[config.mk]
export PLATFORM = sky130hd
export DESIGN_NAME = base64_stream_encoder
export DESIGN_NICKNAME = d
export VERILOG_FILES = /design/src/rtl/b64e_pkg.sv /design/src/rtl/b64e_front.sv /design/src/rtl/b64e_queue.sv /design/src/rtl/b64e_back.sv /design/src/rtl/base64_stream_encoder.sv
export SDC_FILE = /design/constraint.sdc
export NUM_CORES = 1
export LEC_CHECK = 0
export BUFFER_PORTS_ARGS = -buffer_cell sky130_fd_sc_hd__buf_4
export CAP_MARGIN = 20
export CORE_AREA = 3 3 94 96
export DETAILED_ROUTE_END_ITERATION = 8
export DIE_AREA = 0 0 97 99
export PLACE_DENSITY = 0.72
export SYNTH_ARGS = -nofsm -noshare
export SYNTH_HDL_FRONTEND = slang
export SYNTH_HIERARCHICAL = 1
export SYNTH_SLANG_ARGS = --single-unit
[constraint.sdc]
create_clock -name clk -period 5.4 [get_ports clk]
set_input_delay 0.81 -clock clk [delete_from_list [all_inputs] [get_ports clk]]
set_output_delay 0.81 -clock clk [all_outputs]
set_load 0.05 [all_outputs]
[src/rtl/b64e_pkg.sv]
// ----------------------------------------------------------------------------
// b64e_pkg
// Shared types, constants and the character table of the base64 encoder.
// ----------------------------------------------------------------------------
package b64e_pkg;

    localparam int QUEUE_DEPTH = 2;

    localparam logic [7:0] PAD_CHAR = 8'h3d;
    localparam logic [5:0] SEXTET_MASK = 6'h3f;

    localparam logic [1:0] PHASE_START = 2'd0;
    localparam logic [1:0] PHASE_ONE   = 2'd1;
    localparam logic [1:0] PHASE_TWO   = 2'd2;

    localparam logic [1:0] PADS_NONE = 2'd0;
    localparam logic [1:0] PADS_ONE  = 2'd1;
    localparam logic [1:0] PADS_TWO  = 2'd2;

    typedef struct packed {
        logic [23:0] group;
        logic [1:0]  pads;
        logic        fin;
    } job_t;

    function automatic logic [7:0] b64_char(input logic [5:0] v);
        logic [7:0] v8;
        logic [7:0] ch;
        v8 = {2'b00, v};
        if (v < 6'd26)
            ch = 8'h41 + v8;
        else if (v < 6'd52)
            ch = 8'h61 + v8 - 8'd26;
        else if (v < 6'd62)
            ch = 8'h30 + v8 - 8'd52;
        else if (v == 6'd62)
            ch = 8'h2b;
        else
            ch = 8'h2f;
        return ch;
    endfunction

endpackage

[src/rtl/b64e_front.sv]
// ----------------------------------------------------------------------------
// b64e_front
// Accepts raw bytes, gathers them into groups of three and pushes one job
// per complete or final group into the queue.
// ----------------------------------------------------------------------------
module b64e_front (
    input  logic          clk,
    input  logic          rst_n,
    input  logic          s_tvalid,
    output logic          s_tready,
    input  logic [7:0]    s_tdata,    // data_byte[7:0]
    input  logic          s_tlast,    // final_byte
    input  logic          q_full,
    output logic          push,
    output b64e_pkg::job_t push_job
);
    import b64e_pkg::*;

    logic [1:0]  phase_reg;
    logic [1:0]  phase_next;
    logic [15:0] pend_reg;
    logic [15:0] pend_next;
    logic        accept;
    logic [1:0]  phase;

    assign s_tready = !q_full;
    assign accept   = s_tvalid && s_tready;
    assign phase    = (phase_reg == PHASE_ONE || phase_reg == PHASE_TWO) ? phase_reg
                                                                         : PHASE_START;

    always_comb
    begin
        phase_next     = phase_reg;
        pend_next      = pend_reg;
        push           = 1'b0;
        push_job.fin   = s_tlast;
        push_job.group = {pend_reg, s_tdata};
        push_job.pads  = PADS_NONE;
        unique case (phase)
            PHASE_ONE:
            begin
                push_job.group = {pend_reg[15:8], s_tdata, 8'h00};
                push_job.pads  = PADS_ONE;
                if (accept)
                begin
                    pend_next  = {pend_reg[15:8], s_tdata};
                    push       = s_tlast;
                    phase_next = s_tlast ? PHASE_START : PHASE_TWO;
                end
            end
            PHASE_TWO:
            begin
                if (accept)
                begin
                    push       = 1'b1;
                    phase_next = PHASE_START;
                end
            end
            default:
            begin
                push_job.group = {s_tdata, 16'h0000};
                push_job.pads  = PADS_TWO;
                if (accept)
                begin
                    pend_next  = {s_tdata, 8'h00};
                    push       = s_tlast;
                    phase_next = s_tlast ? PHASE_START : PHASE_ONE;
                end
            end
        endcase
    end

    always_ff @(posedge clk or negedge rst_n)
    begin
        if (!rst_n)
            phase_reg <= PHASE_START;
        else
            phase_reg <= phase_next;
    end

    always_ff @(posedge clk)
    begin
        pend_reg <= pend_next;
    end

    a_push_needs_room: assert property (@(posedge clk) disable iff (!rst_n)
        push |-> !q_full)
        else $error("push into full queue");

    a_phase_legal: assert property (@(posedge clk) disable iff (!rst_n)
        phase_reg != 2'd3)
        else $error("group phase out of range");

    a_final_restarts: assert property (@(posedge clk) disable iff (!rst_n)
        accept && s_tlast |=> phase_reg == PHASE_START)
        else $error("phase not cleared after final byte");

endmodule

[src/rtl/b64e_queue.sv]
// ----------------------------------------------------------------------------
// b64e_queue
// Short job queue between the byte front and the character back.
// ----------------------------------------------------------------------------
module b64e_queue #(
    parameter int DEPTH = b64e_pkg::QUEUE_DEPTH
) (
    input  logic           clk,
    input  logic           rst_n,
    input  logic           push,
    input  b64e_pkg::job_t push_job,
    output logic           full,
    output logic           not_empty,
    input  logic           pop,
    output b64e_pkg::job_t head
);
    import b64e_pkg::*;

    localparam int PTR_W = $clog2(DEPTH);
    localparam int CNT_W = $clog2(DEPTH + 1);

    job_t             mem [DEPTH];
    logic [PTR_W-1:0] wr_ptr_reg;
    logic [PTR_W-1:0] wr_ptr_next;
    logic [PTR_W-1:0] rd_ptr_reg;
    logic [PTR_W-1:0] rd_ptr_next;
    logic [CNT_W-1:0] cnt_reg;
    logic [CNT_W-1:0] cnt_next;

    assign full      = (cnt_reg == CNT_W'(DEPTH));
    assign not_empty = (cnt_reg != '0);
    assign head      = mem[rd_ptr_reg];

    always_comb
    begin
        wr_ptr_next = wr_ptr_reg;
        rd_ptr_next = rd_ptr_reg;
        cnt_next    = cnt_reg;
        if (push)
            wr_ptr_next = (wr_ptr_reg == PTR_W'(DEPTH - 1)) ? '0 : wr_ptr_reg + 1'b1;
        if (pop)
            rd_ptr_next = (rd_ptr_reg == PTR_W'(DEPTH - 1)) ? '0 : rd_ptr_reg + 1'b1;
        if (push && !pop)
            cnt_next = cnt_reg + 1'b1;
        else if (pop && !push)
            cnt_next = cnt_reg - 1'b1;
    end

    always_ff @(posedge clk or negedge rst_n)
    begin
        if (!rst_n)
        begin
            wr_ptr_reg <= '0;
            rd_ptr_reg <= '0;
            cnt_reg    <= '0;
        end
        else
        begin
            wr_ptr_reg <= wr_ptr_next;
            rd_ptr_reg <= rd_ptr_next;
            cnt_reg    <= cnt_next;
        end
    end

    always_ff @(posedge clk)
    begin
        if (push)
            mem[wr_ptr_reg] <= push_job;
    end

    a_cnt_bound: assert property (@(posedge clk) disable iff (!rst_n)
        cnt_reg <= CNT_W'(DEPTH))
        else $error("queue count overflow");

    a_no_pop_empty: assert property (@(posedge clk) disable iff (!rst_n)
        pop |-> not_empty)
        else $error("pop from empty queue");

    a_cnt_grows: assert property (@(posedge clk) disable iff (!rst_n)
        push && !pop |=> cnt_reg == $past(cnt_reg) + 1'b1)
        else $error("queue count not advanced on push");

endmodule

[src/rtl/b64e_back.sv]
// ----------------------------------------------------------------------------
// b64e_back
// Expands the job at the queue head into four characters, one per cycle while m_tready is high,
// through an output register.
// ----------------------------------------------------------------------------
module b64e_back (
    input  logic           clk,
    input  logic           rst_n,
    input  logic           job_valid,
    input  b64e_pkg::job_t job,
    output logic           pop,
    output logic           m_tvalid,
    input  logic           m_tready,
    output logic [7:0]     m_tdata,   // out_char[7:0]
    output logic           m_tlast,   // run_end
    output logic           m_tuser    // message_end
);
    import b64e_pkg::*;

    logic [1:0] idx_reg;
    logic [1:0] idx_next;
    logic       valid_reg;
    logic       valid_next;
    logic [7:0] char_reg;
    logic       last_reg;
    logic       msg_end_reg;
    logic       load;
    logic [5:0] sextet;
    logic [7:0] ch;
    logic       is_pad;

    assign load = job_valid && (!valid_reg || m_tready);
    assign pop  = load && (idx_reg == 2'd3);

    always_comb
    begin
        unique case (idx_reg)
            2'd0:    sextet = job.group[23:18] & SEXTET_MASK;
            2'd1:    sextet = job.group[17:12] & SEXTET_MASK;
            2'd2:    sextet = job.group[11:6] & SEXTET_MASK;
            default: sextet = job.group[5:0] & SEXTET_MASK;
        endcase
        is_pad = ({1'b0, idx_reg} >= (3'd4 - {1'b0, job.pads}));
        ch     = is_pad ? PAD_CHAR : b64_char(sextet);
    end

    always_comb
    begin
        idx_next   = load ? idx_reg + 1'b1 : idx_reg;
        valid_next = load ? 1'b1 : (m_tready ? 1'b0 : valid_reg);
    end

    always_ff @(posedge clk or negedge rst_n)
    begin
        if (!rst_n)
        begin
            idx_reg   <= 2'd0;
            valid_reg <= 1'b0;
        end
        else
        begin
            idx_reg   <= idx_next;
            valid_reg <= valid_next;
        end
    end

    always_ff @(posedge clk)
    begin
        if (load)
        begin
            char_reg    <= ch;
            last_reg    <= (idx_reg == 2'd3);
            msg_end_reg <= (idx_reg == 2'd3) && job.fin;
        end
    end

    assign m_tvalid = valid_reg;
    assign m_tdata  = char_reg;
    assign m_tlast  = last_reg;
    assign m_tuser  = msg_end_reg;

    a_msg_end_is_last: assert property (@(posedge clk) disable iff (!rst_n)
        m_tvalid && m_tuser |-> m_tlast)
        else $error("message end without run end");

    a_last_wraps: assert property (@(posedge clk) disable iff (!rst_n)
        pop |=> idx_reg == 2'd0 && m_tvalid && m_tlast)
        else $error("run end out of step with job pop");

    a_pad_tail: assert property (@(posedge clk) disable iff (!rst_n)
        m_tvalid && m_tlast && !m_tuser |-> m_tdata != PAD_CHAR)
        else $error("pad inside a message");

endmodule

[src/rtl/base64_stream_encoder.sv]
// ----------------------------------------------------------------------------
// base64_stream_encoder
// Streaming base64 encoder, standard alphabet with '=' padding.
// ----------------------------------------------------------------------------
// Raw bytes enter one per item on the s_ side, s_tlast marking the last byte
// of a message; characters leave one per item on the m_ side, m_tlast on the
// fourth character of each group and m_tuser on the last character of the
// message. A byte is taken whenever the job queue has room; each completed
// or final group becomes four characters that leave the output register at
// one per cycle while m_tready is high, so the sustained input rate is set
// by the single character output. After the byte that closes a group is
// taken, its job is written to the job queue and its first character then
// to the output register, which presents it with m_tvalid.
// ----------------------------------------------------------------------------
module base64_stream_encoder #(
    parameter int QUEUE_DEPTH = b64e_pkg::QUEUE_DEPTH
) (
    input  logic       clk,
    input  logic       rst_n,
    input  logic       s_tvalid,
    output logic       s_tready,
    input  logic [7:0] s_tdata,    // data_byte[7:0]
    input  logic       s_tlast,    // final_byte
    output logic       m_tvalid,
    input  logic       m_tready,
    output logic [7:0] m_tdata,    // out_char[7:0]
    output logic       m_tlast,    // run_end
    output logic       m_tuser     // message_end
);
    import b64e_pkg::*;

    logic q_full;
    logic q_not_empty;
    logic push;
    logic pop;
    job_t push_job;
    job_t head;

    b64e_front u_front (
        .clk      (clk),
        .rst_n    (rst_n),
        .s_tvalid (s_tvalid),
        .s_tready (s_tready),
        .s_tdata  (s_tdata),
        .s_tlast  (s_tlast),
        .q_full   (q_full),
        .push     (push),
        .push_job (push_job)
    );

    b64e_queue #(
        .DEPTH (QUEUE_DEPTH)
    ) u_queue (
        .clk       (clk),
        .rst_n     (rst_n),
        .push      (push),
        .push_job  (push_job),
        .full      (q_full),
        .not_empty (q_not_empty),
        .pop       (pop),
        .head      (head)
    );

    b64e_back u_back (
        .clk       (clk),
        .rst_n     (rst_n),
        .job_valid (q_not_empty),
        .job       (head),
        .pop       (pop),
        .m_tvalid  (m_tvalid),
        .m_tready  (m_tready),
        .m_tdata   (m_tdata),
        .m_tlast   (m_tlast),
        .m_tuser   (m_tuser)
    );

endmodule
==> flow_metrics.py, run 1 <==
metrics = {
    "timing": {
        "slew_violations": 0,
        "setup_viol": 0,
        "min_period_ps": 3590,
        "max_freq_ghz": 0.279,
        "skew_ps": 12.6,
        "layout_worst_path_cycle_share": 0.665,
        "setup_tns_ps": 0,
        "hold_violations": 0,
        "max_slew_margin": 0.335,
        "rsz0062_at_grt": "false",
        "worst_pin_slew_ps": 997,
    },
    "clocking": {
        "holdBufCountCts": 0,
        "clk_pin_slew_ps": 90,
        "clockRootBuffer": "clkbuf_8",
        "cts_tree": "done",
        "cts.sinks": 89,
        "cts_buffers": 9,
        "cts.repair.resized": 0,
        "cts_setup_buffers": 0,
        "insertion_delay_ps": 350,
        "cts_buffer_depth": 2,
        "htree_num_levels": 3,
    },
    "global_route": {
        "grt_max_degree": 34,
        "grtUsageTotal": 0.158,
        "grt_overflow": 0,
        "grt_first_pass_wirelength_um": 11700,
        "antenna_found_initial": 0,
        "grt_pass1_vias": 2274,
    },
    "floorplanning": {
        "die-area_sq_um": 9600,
        "die-width_um": 97,
        "core_area_sq_um": 8130,
        "die_y_um": 99,
        "start_util": 0.540,
        "placementRows": 33,
        "ioPinCount": 25,
    },
    "drt": {
        "vias": 2498,
        "met1Wirelength_um": 3490,
        "drc": 0,
        "first_pass_iters": 5,
        "drt_iter0_drc": 171,
        "met2WireLength_um": 3490,
        "viasPerCell": 5.47,
        "wl_um": 7410,
        "avgRoutedWirePerCell_um": 16.2,
        "ant_nets": 0,
        "maxUsedRoutingLayer": "met4",
        "wl_met3_um": 304,
    },
    "yosys": {
        "synth_top_area_frac": 0.547,
        "synth_warnings": 6,
        "ys.flop_type": "edfxtp_1",
        "ys_ff_latch": 89,
        "synth_area_leaders": "edfxtp_1, mux2_4, dfrtp_1, ha_1, and2_1",
        "async_flop_share": 0.101,
        "syn_avg_cell_area_sq_um": 13.6,
        "synth_most_common_cell": "edfxtp_1",
        "synth-edff-count": 80,
        "seq_area_frac_synth": 0.598,
        "synth_common_cells": "edfxtp_1, and2_1, mux2_4",
        "netlist_area_sq_um": 4390,
        "synth_top_area_cell": "edfxtp_1",
        "syn_inst": 322,
        "synth_cell_types": 52,
        "synth_fp_nets": 349,
    },
    "final_layout": {
        "multi_input_area_sq_um": 1590,
        "nets": 374,
        "register_area_sq_um": 2630,
        "drive_gt1_frac": 0.224,
        "largest_reg_flops": 54,
        "diodes": 0,
        "postLayoutCoreUtil": 0.590,
        "area_delta_synth_final_pct": 9.23,
        "num-fill-cells": 646,
        "fin_area_sq_um": 4800,
    },
    "placed_design": {
        "dpl_cell_area_sq_um": 4620,
        "port_buffers": 24,
        "dp_hpwl_um": 5210,
        "gp_congestion": 0.879,
    },
    "worst_setup_path": {
        "crit_type": "flop to flop",
        "arrival_ps": 3680,
        "critPathSlowestCell": "dfrtp_1",
        "cp-start-kind": "flop",
        "crit_family": "flip-flops",
        "slowest_delay_ps": 930,
        "required_ps": 5490,
        "crit_fanout": 18,
        "cp_cell_sequence": "buf_4 > mux2_4 > a222oi_1 > mux2_4 > ha_1 > nor2_1 > o211a_1 > or4_1",
        "ff2ff_setup_slack_ps": 1810,
        "reg2regPathDepth": 8,
        "r2r_start": "u_queue/rd_ptr_reg",
        "crit_top_cell": "mux2_4",
        "cp-end-kind": "flop",
        "worst-path-buf-inv": 1,
        "reg2reg_to": "u_back/m_tdata[4]",
    },
    "pwr": {
        "p_total_mw": 3.01,
        "vdd_drop_max_mv": 0.321,
        "p_leak_nw": 1.84,
        "power.density_nw_per_um2": 626,
    },
    "status": {
        "status": "finished, final reports clean",
    },
    "run": {
        "maxCapViolations": 0,
    },
    "worst_hold_path": {
        "hold_path.class": "input port to async pin",
    },
}
## worst max path at each step
stage,slack [ps],to,from,cells after the start
after detailed placement,1820,u_back/m_tdata[4],u_queue/rd_ptr_reg,8
after global placement,1900,u_back/m_tdata[4],u_queue/rd_ptr_reg,8
after global routing,1560,u_back/m_tdata[4],u_queue/rd_ptr_reg,7
final,1810,u_back/m_tdata[4],u_queue/rd_ptr_reg,8
after CTS,1800,u_back/m_tdata[4],u_queue/rd_ptr_reg,8
after floorplan,2500,u_queue/mem[0][0],s_tvalid,3
## kinds of logic (layout without fill, tap and decap cells)
group / count (synthesis) / after routing / share of synthesized area
flops: 89 / 89 / 0.598
simple gates: 84 / 84 / 0.104
compound gates: 62 / 62 / 0.0957
mux: 35 / 35 / 0.106
buf+inv: 30 / 60 / 0.0410
fa+ha+maj: 14 / 14 / 0.0399
xor+xnor: 7 / 7 / 0.0140
other cells: 1 / 1 / 0.000853
## layout make-up
| type | count | share of cell area |
|---|---|---|
| Sequential cell | 89 | 0.547 |
| Multi-Input combinational cell | 203 | 0.331 |
| Timing Repair Buffer | 27 | 0.0422 |
| Tap cell | 105 | 0.0274 |
| Clock buffer | 9 | 0.0258 |
| Inverter | 17 | 0.0138 |
| Clock inverter | 7 | 0.0123 |
## per-layer routing
metal,up-vias,track usage
met5,-,0
met4,0,0.0670
met3,11,0.0368
met2,56,0.243
met1,1190,0.218
li1,1241,-
## cell usage in the layout, fill, tap and decap left out, types with 3 or more instances in the layout
master	count
inv_1	16
o21ai_1	7
a22oi_1	12
buf_4	27
xor2_1	4
a21oi_1	4
nand2_1	17
ha_1	14
mux2_2	9
xnor2_1	3
inv_6	3
mux2_4	20
nand2b_1	4
clkbuf_8	9
o21ai_0	15
dfrtp_1	9
nor2_1	15
edfxtp_1	80
nor2b_1	12
and2_1	20
mux2i_1	4
a222oi_1	4
## report_power, final
part / switching, mW / total (mW) / internal [mW] / leakage, nW
Clock: 0.245 / 0.420 / 0.175 / 0.0925
Combinational: 0.883 / 1.47 / 0.588 / 0.888
Sequential: 0.0918 / 1.11 / 1.02 / 0.863
## worst reg2reg max path, delay by kind of cell (launching register included)
family                     cells  cell delay [ps]
adders and majority gates      1              230
buffers and inverters          1              380
AOI/OAI and AO/OA              2              650
and+or+nand+nor                2              540
muxes                          2              600
DFF                            1              930
## per-stage QoR
stage,instances,hold WS [ps],worst slack (ps)
global route,457,247,1560
floorplan,322,447,2500
detailed placement,441,477,1820
finish,457,266,1810
CTS,457,245,1800
global placement,441,472,1900
Note: power is estimated with default switching activity, not from simulation.
==> run 2, diff against run 1 <==
==> constraint.sdc (replaced) <==
create_clock -name clk -period 3.5 [get_ports clk]
set_input_delay 0.525 -clock clk [delete_from_list [all_inputs] [get_ports clk]]
set_output_delay 0.525 -clock clk [all_outputs]
set_load 0.05 [all_outputs]
==> flow_metrics.py, run 2 (synthesis results as in run 1) <==
metrics = {
    "placed_design": {
        "gp_congestion": 0.835,
        "pre_cts_ws_ps": 324,
        "dp_hpwl_um": 5390,
        "port_buffers": 24,
    },
    "timing": {
        "slew_violations": 0,
        "setup_slack_ps": 261,
        "worst_pin_slew_ps": 984,
        "rsz0062_at_grt": "false",
        "setup_tns_ps": 0,
        "skew_ps": 9.27,
        "max_slew_margin": 0.344,
        "min_period_ps": 3240,
        "setup_viol": 0,
        "hold_violations": 0,
        "max_freq_ghz": 0.309,
        "layout_worst_path_cycle_share": 0.926,
        "holdWs_ps": 391,
    },
    "global_route": {
        "grtUsageTotal": 0.166,
        "grt_max_degree": 34,
        "antenna_found_initial": 0,
        "grt_first_pass_wirelength_um": 12600,
        "grt_overflow": 0,
        "grt_pass1_vias": 2540,
    },
    "final_layout": {
        "area_delta_synth_final_pct": 10.1,
        "postLayoutCoreUtil": 0.595,
        "drive_gt1_frac": 0.226,
        "nets": 376,
        "num-fill-cells": 626,
        "mostFrequentLayoutCells": "edfxtp_1, buf_4, mux2_4, and2_1, nand2_1",
        "largest_reg_flops": 54,
        "diodes": 0,
        "final_common_cell": "edfxtp_1",
    },
    "clocking": {
        "cts.sinks": 89,
        "cts_buffers": 9,
        "htree_num_levels": 3,
        "insertion_delay_ps": 350,
        "cts_buffer_depth": 2,
        "clk_pin_slew_ps": 90,
        "cts.repair.resized": 0,
        "cts_tree": "done",
        "clockRootBuffer": "clkbuf_8",
    },
    "pwr": {
        "p_clk_frac": 0.148,
        "p_leak_nw": 1.86,
        "p_seq_frac": 0.360,
        "vdd_drop_max_mv": 0.494,
        "power.density_nw_per_um2": 975,
        "swShare": 0.401,
        "internal-power_mw": 2.83,
        "p_comb_frac": 0.491,
        "netSwitchingPower_mw": 1.89,
    },
    "floorplanning": {
        "die-area_sq_um": 9600,
        "start_util": 0.540,
        "core_area_sq_um": 8130,
        "placementRows": 33,
        "die-width_um": 97,
        "die_y_um": 99,
        "ioPinCount": 25,
    },
    "worst_setup_path": {
        "arrival_ps": 3330,
        "r2r_start": "u_queue/rd_ptr_reg",
        "ff2ff_setup_slack_ps": 260,
        "cp-start-kind": "flop",
        "reg2reg_to": "u_back/m_tdata[4]",
        "reg2regPathDepth": 7,
        "required_ps": 3590,
        "crit_type": "flop to flop",
        "cp-end-kind": "flop",
        "crit_fanout": 14,
    },
    "drt": {
        "wl_um": 7720,
        "first_pass_iters": 5,
        "vias": 2583,
        "drc": 0,
        "avgRoutedWirePerCell_um": 16.8,
        "viasPerCell": 5.63,
        "ant_nets": 0,
        "drt_iter0_drc": 231,
    },
    "run": {
        "maxCapViolations": 0,
    },
    "worst_hold_path": {
        "worstHoldStart": "s_tlast",
        "worstHoldEndpoint": "u_front/phase_reg[1]",
        "hold_path.class": "input port to flop",
        "hold_path_depth": 2,
    },
    "status": {
        "status": "finished, final reports clean",
    },
}
-- run 2: critical path, cell delays in order, from the launching register on --
cell and delay [ps]:
dfrtp_1 670, buf_4 350, mux2_2 360, a222oi_1 410, mux2i_1 360, nand4b_1 220, o21ai_0 110, or4_1 500
-- run 2: power groups by stage --
stage / registers [mW] / logic, mW / clock network (mW)
finish: 1.70 / 2.32 / 0.700
global placement: 1.71 / 2.24 / 0
CTS: 1.70 / 2.31 / 0.717
global route: 1.73 / 2.53 / 0.767
floorplan: 1.89 / 1.68 / 0
detailed placement: 1.73 / 2.30 / 0
-- run 2: how the worst max path moves through the flow --
| stage | startpoint | end | slack, ps | cells after the start |
|---|---|---|---|---|
| 2_1_floorplan | u_queue/rd_ptr_reg | u_back/m_tdata[4] | 750 | 10 |
| 3_3_place_gp | u_queue/rd_ptr_reg | u_back/m_tdata[4] | 380 | 8 |
| 3_5_place_dp | u_queue/rd_ptr_reg | u_back/m_tdata[4] | 320 | 7 |
| 4_1_cts | u_queue/rd_ptr_reg | u_back/m_tdata[4] | 320 | 7 |
| 5_1_grt | u_queue/rd_ptr_reg | u_back/m_tdata[4] | 170 | 7 |
| 6_report | u_queue/rd_ptr_reg | u_back/m_tdata[4] | 260 | 7 |
-- run 2: timing repair --
item                                   CTS  global route
setup buffers                            0             0
endpoints found under the hold margin    9             0
hold buffers                             1             0
-- run 2: area by class of cell --
cell class / instances / area, sq um / share of cell area
flip-flops and latches: 89 / 2630 / 0.543
multi-input cells: 203 / 1590 / 0.329
repair buffers: 29 / 220 / 0.0455
well taps: 105 / 131 / 0.0272
clock buffers: 9 / 124 / 0.0256
clock inverters: 7 / 77.6 / 0.0160
inverters: 17 / 66.3 / 0.0137
-- run 2: metrics by stage --
stage          instances  total power, mW  instance area, sq um
2_1_floorplan        322             3.57                  4390
3_3_place_gp         442             3.96                  4620
4_1_cts              459             4.73                  4840
6_report             459             4.72                  4840
3_5_place_dp         442             4.02                  4620
5_1_grt              459             5.02                  4840
-- run 2: routing by layer --
metal  vias up  GRT usage  part of all wire
met1      1258      0.223              0.45
met2        71      0.280              0.50
met4         0     0.0583             0.013
met5         -          0                 0
li1       1246          -                 -
met3         8     0.0219             0.038
